File: src/rtl/gbsp_pkg.sv
// shared types and constants of the grid breadth-first search block
`timescale 1ns / 1ps
`default_nettype none
package gbsp_pkg;

	localparam int CFG_W        = 9;
	localparam int AREA_W       = 2 * CFG_W;
	localparam int DIST_W       = 16;
	localparam int DEF_MAX_ROWS = 256;
	localparam int DEF_MAX_COLS = 256;

	typedef enum logic [1:0] {
		KIND_OPEN  = 2'd0,
		KIND_WALL  = 2'd1,
		KIND_START = 2'd2,
		KIND_END   = 2'd3
	} cell_kind_t;

	typedef enum logic [0:0] {
		REG_GRID_ROWS = 1'b0,
		REG_GRID_COLS = 1'b1
	} cfg_reg_t;

	typedef struct packed {
		cell_kind_t cell_kind;
		logic       last_cell;
	} cell_item_t;

	typedef struct packed {
		logic [DIST_W-1:0] distance;
		logic              unreachable;
	} result_item_t;

	// divider status toward the sequencer
	typedef struct packed {
		logic             done;
		logic [CFG_W-1:0] quot;
		logic [CFG_W-1:0] rem;
	} div_res_t;

endpackage
`default_nettype wire

File: src/rtl/gbsp_div.sv
// restoring divider, one quotient bit per cycle, splits a raster index into row and column
`timescale 1ns / 1ps
`default_nettype none
module gbsp_div #(
	parameter int DW = 16
) (
	input  logic                       clk,
	input  logic                       arst_n,
	input  logic                       start,
	input  logic [DW-1:0]              dividend,
	input  logic [gbsp_pkg::CFG_W-1:0] divisor,
	output gbsp_pkg::div_res_t         res
);
	import gbsp_pkg::*;

	localparam int CW = $clog2(DW + 1);

	logic [DW-1:0]    quot_q;
	logic [CFG_W-1:0] rem_q;
	logic [CFG_W-1:0] dsr_q;
	logic [CW-1:0]    cnt_q;
	logic             busy_q;
	logic             done_q;
	logic [CFG_W:0]   trial;
	logic [CFG_W:0]   diff;
	logic             take;

	assign trial = {rem_q, quot_q[DW-1]};
	assign take  = trial >= {1'b0, dsr_q};
	assign diff  = trial - {1'b0, dsr_q};

	always_ff @(posedge clk or negedge arst_n) begin
		if (!arst_n) begin
			busy_q <= 1'b0;
			done_q <= 1'b0;
			cnt_q  <= '0;
		end else begin
			done_q <= 1'b0;
			if (start) begin
				busy_q <= 1'b1;
				cnt_q  <= CW'(DW);
			end else if (busy_q) begin
				cnt_q <= cnt_q - CW'(1);
				if (cnt_q == CW'(1)) begin
					busy_q <= 1'b0;
					done_q <= 1'b1;
				end
			end
		end
	end

	always_ff @(posedge clk) begin
		if (start) begin
			quot_q <= dividend;
			rem_q  <= '0;
			dsr_q  <= divisor;
		end else if (busy_q) begin
			rem_q  <= take ? diff[CFG_W-1:0] : trial[CFG_W-1:0];
			quot_q <= {quot_q[DW-2:0], take};
		end
	end

	assign res = '{done: done_q, quot: CFG_W'(quot_q), rem: rem_q};

endmodule
`default_nettype wire

File: config.mk
export PLATFORM = sky130hd
export DESIGN_NAME = gbsp_div
export DESIGN_NICKNAME = d
export VERILOG_FILES = /design/src/rtl/gbsp_pkg.sv /design/src/rtl/gbsp_div.sv
export SDC_FILE = /design/constraint.sdc
export NUM_CORES = 1
export LEC_CHECK = 0
export BUFFER_PORTS_ARGS = -buffer_cell sky130_fd_sc_hd__buf_2
export CORE_MARGIN = 2
export CORE_UTILIZATION = 54
export DETAILED_ROUTE_END_ITERATION = 16
export PLACE_DENSITY = 0.89
export SYNTH_ARGS = -nofsm -noshare
export SYNTH_HDL_FRONTEND = slang
export SYNTH_SLANG_ARGS = --single-unit
File: constraint.sdc
create_clock -name clk -period 2.8 [get_ports clk]
set_clock_uncertainty 0.2 [all_clocks]
set_input_delay 0.14 -clock clk [delete_from_list [all_inputs] [get_ports clk]]
set_output_delay 0.14 -clock clk [all_outputs]
set_load 0.01 [all_outputs]
* Word level (Yosys, flattened, before mapping) *
Index checks and enable logic that the tools add are counted.

storage, ports and cells
  bits in read-only memories = 0
  register bits = 41
  word-level logic and storage cells = 22
  input bits = 28
  bits in writable memories = 0
  memories kept = 0
  output and inout bits = 19
  bits in latches = 0

operators by class
  multiplexer cells = 11
  shift-type cells = 0
  add/subtract/negate cells = 2
  order comparisons = 1
  equality and inequality tests = 1
  multipliers = 0
  divide/modulo/power cells = 0
  bitwise logic cells = 0
  reductions and logical operators = 1

operators by type and width
  operator                                                                number
  16-bit 2-to-1 mux                                                       2
  10-bit by 9-bit >= comparator with 1-bit output                         1
  5-bit 2-to-1 mux                                                        2
  9-bit 2-to-1 mux                                                        1
  9-bit subtractor                                                        1
  1-bit 2-to-1 mux                                                        6
  5-bit by 1-bit equality test with 1-bit output (second input constant)  1
  5-bit by 1-bit subtractor with 5-bit output (second input constant)     1
  2-bit nonzero test                                                      1

* Depth between registers and ports, before layout *
Gate-level depths: netlist of run 1.

  depth after elaboration = 4
  depth in mapped cells = 10
  mapped depth without buffers = 9

* Least setup slack after synthesis of run 1 *
No wires, ideal clock.

  path type = register to register
  from = register quot_q[15]
  to = register rem_q[0]
  arrival time = 2253 ps
  path buffers = 1
  data required time = 2480 ps
  period minus slack after synthesis = 2573 ps
  path slack = 227 ps
  cell stages (with the launch flop) = 11
  setup time = 120 ps
  cells stage by stage = edfxtp_1 -> inv_1 -> ha_1 -> inv_1 -> fa_1 -> a211oi_4 -> o21ai_2 -> a211oi_4 -> buf_6 -> nor3_1 -> a211o_2

between the ends
  cells in the longest elaborated chain, start to end = 2
  elaborated cells on any way between the ends = 3
  classes of those cells = add/sub: 1; order compare: 1; mux: 1

RTL lines
  item                                                                                        RTL line                        text
  from (decl)                                                                                 gbsp_div.sv:18                  logic [DW-1:0] quot_q;
  from (signal assigned)                                                                      gbsp_div.sv:54                  quot_q <= dividend;
  from (signal assigned)                                                                      gbsp_div.sv:59                  quot_q <= {quot_q[DW-2:0], take};
  9-bit subtractor / 10-bit by 9-bit >= comparator with 1-bit output (equally long branches)  gbsp_div.sv:30, gbsp_div.sv:29
  9-bit 2-to-1 mux *                                                                          gbsp_div.sv:58                  rem_q <= take ? diff[CFG_W-1:0] : trial[CFG_W-1:0];
  to (signal assigned)                                                                        gbsp_div.sv:58
  to (decl)                                                                                   gbsp_div.sv:19                  logic [CFG_W-1:0] rem_q;

Every way passes the cells marked *; elsewhere a longest branch is shown, timed or not.
A chain may end at the register's enable or synchronous reset.

* Worst setup path in the final report of run 1 *
Ends and elaborated chain as after synthesis.

==> results.yml, run 1 <==
synth:
  post_syn_instances: 193
  yosys_most_used_dff: "sky130_fd_sc_hd__edfxtp_1"
  synthesis.area_mm2: 0.002278
  synth_area_leader_cell: "sky130_fd_sc_hd__edfxtp_1"
  syn-num-nets: 233
  number_of_enable_flip_flop_cells_after_synthesis: 25
  yosysTopAreaCellShare: 0.3295
  post_synth_main_area_contributors: "sky130_fd_sc_hd__edfxtp_1 33%, sky130_fd_sc_hd__dfxtp_1 7.9%, sky130_fd_sc_hd__dfrtp_1 7.7%, sky130_fd_sc_hd__mux2_2 7.4%, sky130_fd_sc_hd__ha_1 6.0%"
  async_reset_ff_frac: 0.1707
  share_of_the_yosys_chip_area_belonging_to_registers: 0.4854
  ys_ff_latch: 41
  avgSynthCellArea_um2: 11.81
  synth_cell_type_count: 48
  yosysMostFrequentCell: "sky130_fd_sc_hd__edfxtp_1"
  ys.warnings.count: 0
  synth_common_cells: "25 x sky130_fd_sc_hd__edfxtp_1, 15 x sky130_fd_sc_hd__inv_1, 15 x sky130_fd_sc_hd__mux2_2, 15 x sky130_fd_sc_hd__nor2_1, 11 x sky130_fd_sc_hd__ha_1"
status:
  status: "complete, but fails checks"
  failed_checks: "negative hold slack"
routing:
  met1Wirelength_mm: 2.038
  viasPerCell: 5.555
  1st_iter_drt_viols: 108
  avgRoutedWirePerCell_um: 16.39
  wl_met3_um: 307
  route.met2.wl_mm: 2.573
  postRouteAntennaNets: 0
  via_count: 1711
  wl_mm: 5.049
  dr.pass1.iters: 4
  route.top_layer_used: "met4"
  remaining_drcs: 0
floorplanning:
  die_area_mm2: 0.004755
  fp.dieW_um: 68.96
  num_io_pins: 47
  placementRows: 23
  start_util: 0.5655
  floorplan.die.height_um: 68.96
  placeableCoreArea_mm2: 0.004029
sta:
  timing.final.setup_violations: 0
  slew_headroom: 0.4422
  max_freq_mhz: 366.7
  final.period_utilization: 0.9740
  drv_slew: 0
  grt_setup_unrepaired: "false"
  finalHoldWorstSlack_ns: -0.008660
  tightest_slew_ns: 0.8367
  finalCriticalPeriod_ns: 2.727
  finalHoldViolations: 7
  finalSetupTns_ns: 0
global_routing:
  grt_antenna_before_repair: 0
  global_route_wire_length_before_repair_mm: 7.803
  number_of_global_route_vias_before_repair: 1651
  grt_max_degree: 45
  grt-ovfl-total: 0
  grt.total_usage: 0.2355
cts:
  clock-root-buffer: "sky130_fd_sc_hd__clkbuf_8"
  cts.reportedPaths.clkPinSlew_ns: 0.08
  clock_tree.htree_level_count: 2
  cts-root-to-sink-buffers: 2
  tritoncts.num_buffers: 5
  cts.sinks: 41
  cts_tree: "built"
  worst_skew_pair.late_latency_ns: 0.30
power_and_ir_drop:
  maximum_ir_drop_on_the_vdd_rail_mv: 0.4132
  powerDensity_mw_per_mm2: 766.5
  power_leakage_nw: 1.264
cells_and_area:
  storage_cell_area_mm2: 0.001106
  multi_input_area_mm2: 0.001005
  final.fill_count: 288
  utilization: 0.7019
  n_antenna_cell: 0
  area_growth_pct: 24.11
  proportion_of_layout_cells_with_a_drive_suffix_above_1: 0.3217
  nNetsFinal: 297
critical_path:
  arrival_ns: 2.72
  worst-setup-path-type: "flop to flop"
  crit_path_start_kind: "flop"
  path_max_fanout: 6
  worstPathRequired_ns: 2.79
  crit_path_end_kind: "flop"
hold_path:
  hp-class: "primary input to asynchronous set/reset pin"
placement:
  gpl.final_weighted_congestion: 0.9381
  io_buffer_count: 46
  hpwl_mm: 3.117
job:
  drv_cap: 0
==> power by group <==
part | switching [W] | leakage (nW) | internal [W]
combinational | 0.000472 | 0.805 | 0.000433
sequential | 0.000116 | 0.416 | 0.000779
clock | 0.000200 | 0.0430 | 0.000168
==> per-layer routing <==
metal | global-route usage | vias to the layer above
met3 | 0.08929 | 15
met2 | 0.3882 | 56
met1 | 0.2808 | 818
met4 | 0.08578 | 0
met5 | 0 | -
li1 | - | 822
==> what timing repair did <==
item | in CTS | in global routing
endpoints found under the setup margin | 0 | 9
hold endpoints to repair | 32 | 0
hold buffers | 26 | 0
resized for setup | 0 | 2
buffers inserted | 0 | 1
==> cell type report <==
type                            count  area share
Tap cell                           50     0.02212
Clock inverter                      3    0.004425
Inverter                           15     0.01991
Clock buffer                        5     0.02434
Sequential cell                    41      0.3912
Timing Repair Buffer               75      0.1827
Multi-Input combinational cell    119      0.3553
==> sequential cells by signal (all words and copies together) (netlist names) <==
register and cells:
dsr_q 9, quot_q 16, cnt_q 5, done_q 1, rem_q 9, busy_q 1
==> metrics by stage <==
stage               total power [W]  hold WS [ns]  area [um^2]  setup slack [ns]  cells
CTS                        0.002120      0.001450         2814          0.005387    307
global route               0.002299      0.006987         2828          0.002186    308
finish                     0.002168     -0.008660         2828           0.07280    308
global placement           0.001705       -0.2215         2472            0.1288    273
floorplan                  0.001539       -0.3556         2278            0.2271    193
detailed placement         0.001737       -0.2209         2472           0.01969    273
==> worst paths after layout <==
path | slack, ns | start | depth (start not counted) | end
setup / recovery | 0.07 | quot_q[15] | 10 | rem_q[0]
hold / removal | -0.009 | arst_n | 2 | cnt_q[4]
setup reg to reg | 0.07 | quot_q[15] | 10 | rem_q[0]
hold reg to reg | 0.33 | rem_q[6] | 2 | rem_q[7]
max in group asynchronous | 2.25 | arst_n | 2 | cnt_q[1]
min in group clk | 0.25 | start | 2 | cnt_q[3]
==> cell usage in the layout (no fill, tap or decap), types with 4 or more instances in the layout <==
cell type,instances
sky130_fd_sc_hd__a211oi_1,6
sky130_fd_sc_hd__a21oi_1,5
sky130_fd_sc_hd__buf_2,46
sky130_fd_sc_hd__clkbuf_8,5
sky130_fd_sc_hd__dfrtp_1,7
sky130_fd_sc_hd__dfxtp_1,9
sky130_fd_sc_hd__dlygate4sd3_1,26
sky130_fd_sc_hd__edfxtp_1,25
sky130_fd_sc_hd__ha_1,11
sky130_fd_sc_hd__inv_1,15
sky130_fd_sc_hd__mux2_2,15
sky130_fd_sc_hd__mux2i_1,6
sky130_fd_sc_hd__nand2_1,5
sky130_fd_sc_hd__nand2b_1,4
sky130_fd_sc_hd__nand3_1,5
sky130_fd_sc_hd__nor2_1,15
sky130_fd_sc_hd__xnor2_1,4
sky130_fd_sc_hd__xor2_1,4
==> worst max-delay path, cell delays in order (launching register included) <==
cell                       delay [ns]
sky130_fd_sc_hd__edfxtp_1        0.38
sky130_fd_sc_hd__inv_1           0.09
sky130_fd_sc_hd__ha_1            0.15
sky130_fd_sc_hd__inv_1           0.05
sky130_fd_sc_hd__fa_2            0.38
sky130_fd_sc_hd__a211oi_4        0.27
sky130_fd_sc_hd__o21ai_2         0.15
sky130_fd_sc_hd__a211oi_4        0.38
sky130_fd_sc_hd__buf_4           0.21
sky130_fd_sc_hd__nor3_1          0.06
sky130_fd_sc_hd__a211o_2         0.28
==> cells by family (layout without fill, tap and decap cells) <==
| logic type | Yosys count | in the layout | share of synthesized area |
|---|---|---|---|
| simple gates | 47 | 47 | 0.1214 |
| flops | 41 | 41 | 0.4854 |
| buf+inv | 33 | 98 | 0.07468 |
| compound gates | 31 | 31 | 0.1181 |
| mux | 21 | 21 | 0.1005 |
| fa+ha+maj | 12 | 12 | 0.06919 |
| xor+xnor | 8 | 8 | 0.03075 |
Note: power is estimated with default switching activity, not from simulation.
==> inputs of run 2 (changes only) <==
--- a/config.mk
+++ b/config.mk
@@ -7,9 +7,9 @@
 export LEC_CHECK = 0
 export BUFFER_PORTS_ARGS = -buffer_cell sky130_fd_sc_hd__buf_2
 export CORE_MARGIN = 2
-export CORE_UTILIZATION = 54
+export CORE_UTILIZATION = 38
 export DETAILED_ROUTE_END_ITERATION = 16
-export PLACE_DENSITY = 0.89
+export PLACE_DENSITY = 0.69
 export SYNTH_ARGS = -nofsm -noshare
 export SYNTH_HDL_FRONTEND = slang
 export SYNTH_SLANG_ARGS = --single-unit
==> run 2 against run 1 <==
Net effect: critical path type unchanged; highest routed layer unchanged; sequential share of layout area down 0.98 points; routed wire length down 8.4%; die area up 39%; combinational power down 3.9%; worst hold slack better by 0.053 ns; first-iteration DRC count down 24%; total power up 3.1%; via count down 1.7%; the flow now finishes without violations; core utilization down 21 points.
==> results.yml, run 2 (synthesized netlist as in run 1, its figures left out) <==
placement:
  gpl.final_weighted_congestion: 0.8718
  placedCellCount: 300
  hpwl_mm: 3.167
  place_worst_setup_slack_ns: 0.1494
  io_buffer_count: 46
routing:
  viasPerCell: 5.021
  remaining_drcs: 0
  wl_mm: 4.623
  avgRoutedWirePerCell_um: 13.80
  met1Wirelength_mm: 2.084
  postRouteAntennaNets: 0
  wl_met3_um: 179
  route.top_layer_used: "met4"
  1st_iter_drt_viols: 82
  via_count: 1682
  route.met2.wl_mm: 2.242
  dr.pass1.iters: 4
cts:
  cts_tree: "built"
  cts.sinks: 41
  worst_skew_pair.late_latency_ns: 0.30
  clock_tree.htree_level_count: 2
  tritoncts.num_buffers: 5
  cts-root-to-sink-buffers: 2
  post_cts_buffers: 0
  cts.reportedPaths.clkPinSlew_ns: 0.08
  clock-root-buffer: "sky130_fd_sc_hd__clkbuf_8"
sta:
  finalHoldViolations: 0
  final.period_utilization: 0.9201
  finalSetupTns_ns: 0
  tightest_slew_ns: 0.7360
  max_freq_mhz: 388.1
  worst_slack_ns: 0.2237
  grt_setup_unrepaired: "false"
  timing.final.setup_violations: 0
  slew_headroom: 0.5093
  finalCriticalPeriod_ns: 2.576
  drv_slew: 0
cells_and_area:
  final.fill_count: 515
  n_antenna_cell: 0
  top_regs: "quot_q x16, dsr_q x9, rem_q x9"
  stdcell_count: 335
  top_reg_by_flops: "quot_q"
  multi_input_area_mm2: 0.001002
  most-common-layout-cells: "46 x sky130_fd_sc_hd__buf_2, 27 x sky130_fd_sc_hd__dlygate4sd3_1, 25 x sky130_fd_sc_hd__edfxtp_1"
  area_growth_pct: 27.29
  nNetsFinal: 299
  proportion_of_layout_cells_with_a_drive_suffix_above_1: 0.3231
  largest_reg_flops: 16
  storage_cell_area_mm2: 0.001106
  layout.cells.most_common: "sky130_fd_sc_hd__buf_2"
global_routing:
  grt_antenna_before_repair: 0
  grt_max_degree: 26
  global_route_wire_length_before_repair_mm: 7.596
  grt.total_usage: 0.1543
  grt-ovfl-total: 0
  number_of_global_route_vias_before_repair: 1620
critical_path:
  path_max_fanout: 7
  crit_path_end_kind: "flop"
  critical_path.cell_chain: "inv_1 > ha_1 > inv_1 > fa_1 > a211oi_4 > o21ai_2 > a211oi_4 > buf_4 > nor3_1 > a211o_2"
  worst-setup-path-type: "flop to flop"
  worstPathRequired_ns: 2.79
  crit_path_start_kind: "flop"
  critical-path-slowest-cell: "sky130_fd_sc_hd__fa_1"
  arrival_ns: 2.57
  cpPeakStageDelay_ns: 0.43
floorplanning:
  die_area_mm2: 0.006632
  placeableCoreArea_mm2: 0.005851
  num_io_pins: 47
  floorplan.die.height_um: 81.44
  start_util: 0.3894
  fp.dieW_um: 81.44
  placementRows: 28
power_and_ir_drop:
  powerDensity_mw_per_mm2: 770.6
  power_leakage_nw: 1.286
  maximum_ir_drop_on_the_vdd_rail_mv: 0.2780
hold_path:
  hp-class: "primary input to flop"
status:
  status: "completed"
job:
  drv_cap: 0
-- run 2: stage by stage --
step / util / hold WS, ns / area, um^2 / power, W
global placement: 0.4305 / -0.2191 / 2519 / 0.001717
detailed placement: 0.4305 / -0.2221 / 2519 / 0.001729
global route: 0.4957 / 0.05996 / 2900 / 0.002390
CTS: 0.4951 / 0.04570 / 2897 / 0.002242
finish: 0.4957 / 0.04450 / 2900 / 0.002235
floorplan: - / -0.3556 / 2278 / 0.001539
-- run 2: worst paths after layout --
kind                       cells past startpoint  slack (ns)        to       start
setup reg to reg                              10        0.22  rem_q[0]  quot_q[15]
min in group asynchronous                      3        0.58  cnt_q[2]      arst_n
hold reg to reg                                2        0.32  rem_q[7]    rem_q[6]
hold / removal                                 2        0.04  cnt_q[3]       start
setup / recovery                              10        0.22  rem_q[0]  quot_q[15]
max in group asynchronous                      3        1.58  cnt_q[3]      arst_n
-- run 2: metal layers --
metal  vias up  global-route usage
met3        10             0.04945
met1       818              0.1948
li1        820                   -
met4         0             0.06780
met5         -                   0
met2        34              0.2426
-- run 2: final cells by class --
class                   instances  area share
repair buffers                 77      0.1842
clock inverters                 2     0.01208
multi-input cells             119      0.3456
well taps                      75     0.03236
inverters                      15     0.01941
flip-flops and latches         41      0.3814
clock buffers                   6     0.02502
-- run 2: critical path, delay by kind of cell (launching register included) --
| kind | cells | cell delay (ns) |
|---|---|---|
| and+or+nand+nor | 1 | 0.06 |
| AOI/OAI and AO/OA | 4 | 0.93 |
| buffers and inverters | 3 | 0.33 |
| DFF | 1 | 0.36 |
| adders and majority gates | 2 | 0.59 |
-- run 2: repair_timing --
| item | CTS | global route |
|---|---|---|
| hold endpoints to repair | 32 | 0 |
| hold buffers | 27 | 0 |
| gates resized for setup | 0 | 1 |
| endpoints found under the setup margin | 0 | 5 |
-- run 2: power breakdown --
part           leakage [nW]  total, W  internal [W]  switching (W)
Clock                0.0552  0.000478      0.000265       0.000213
Sequential            0.416  0.000887      0.000778       0.000108
Combinational         0.815  0.000870      0.000425       0.000446
Total                  1.29   0.00223       0.00147       0.000767
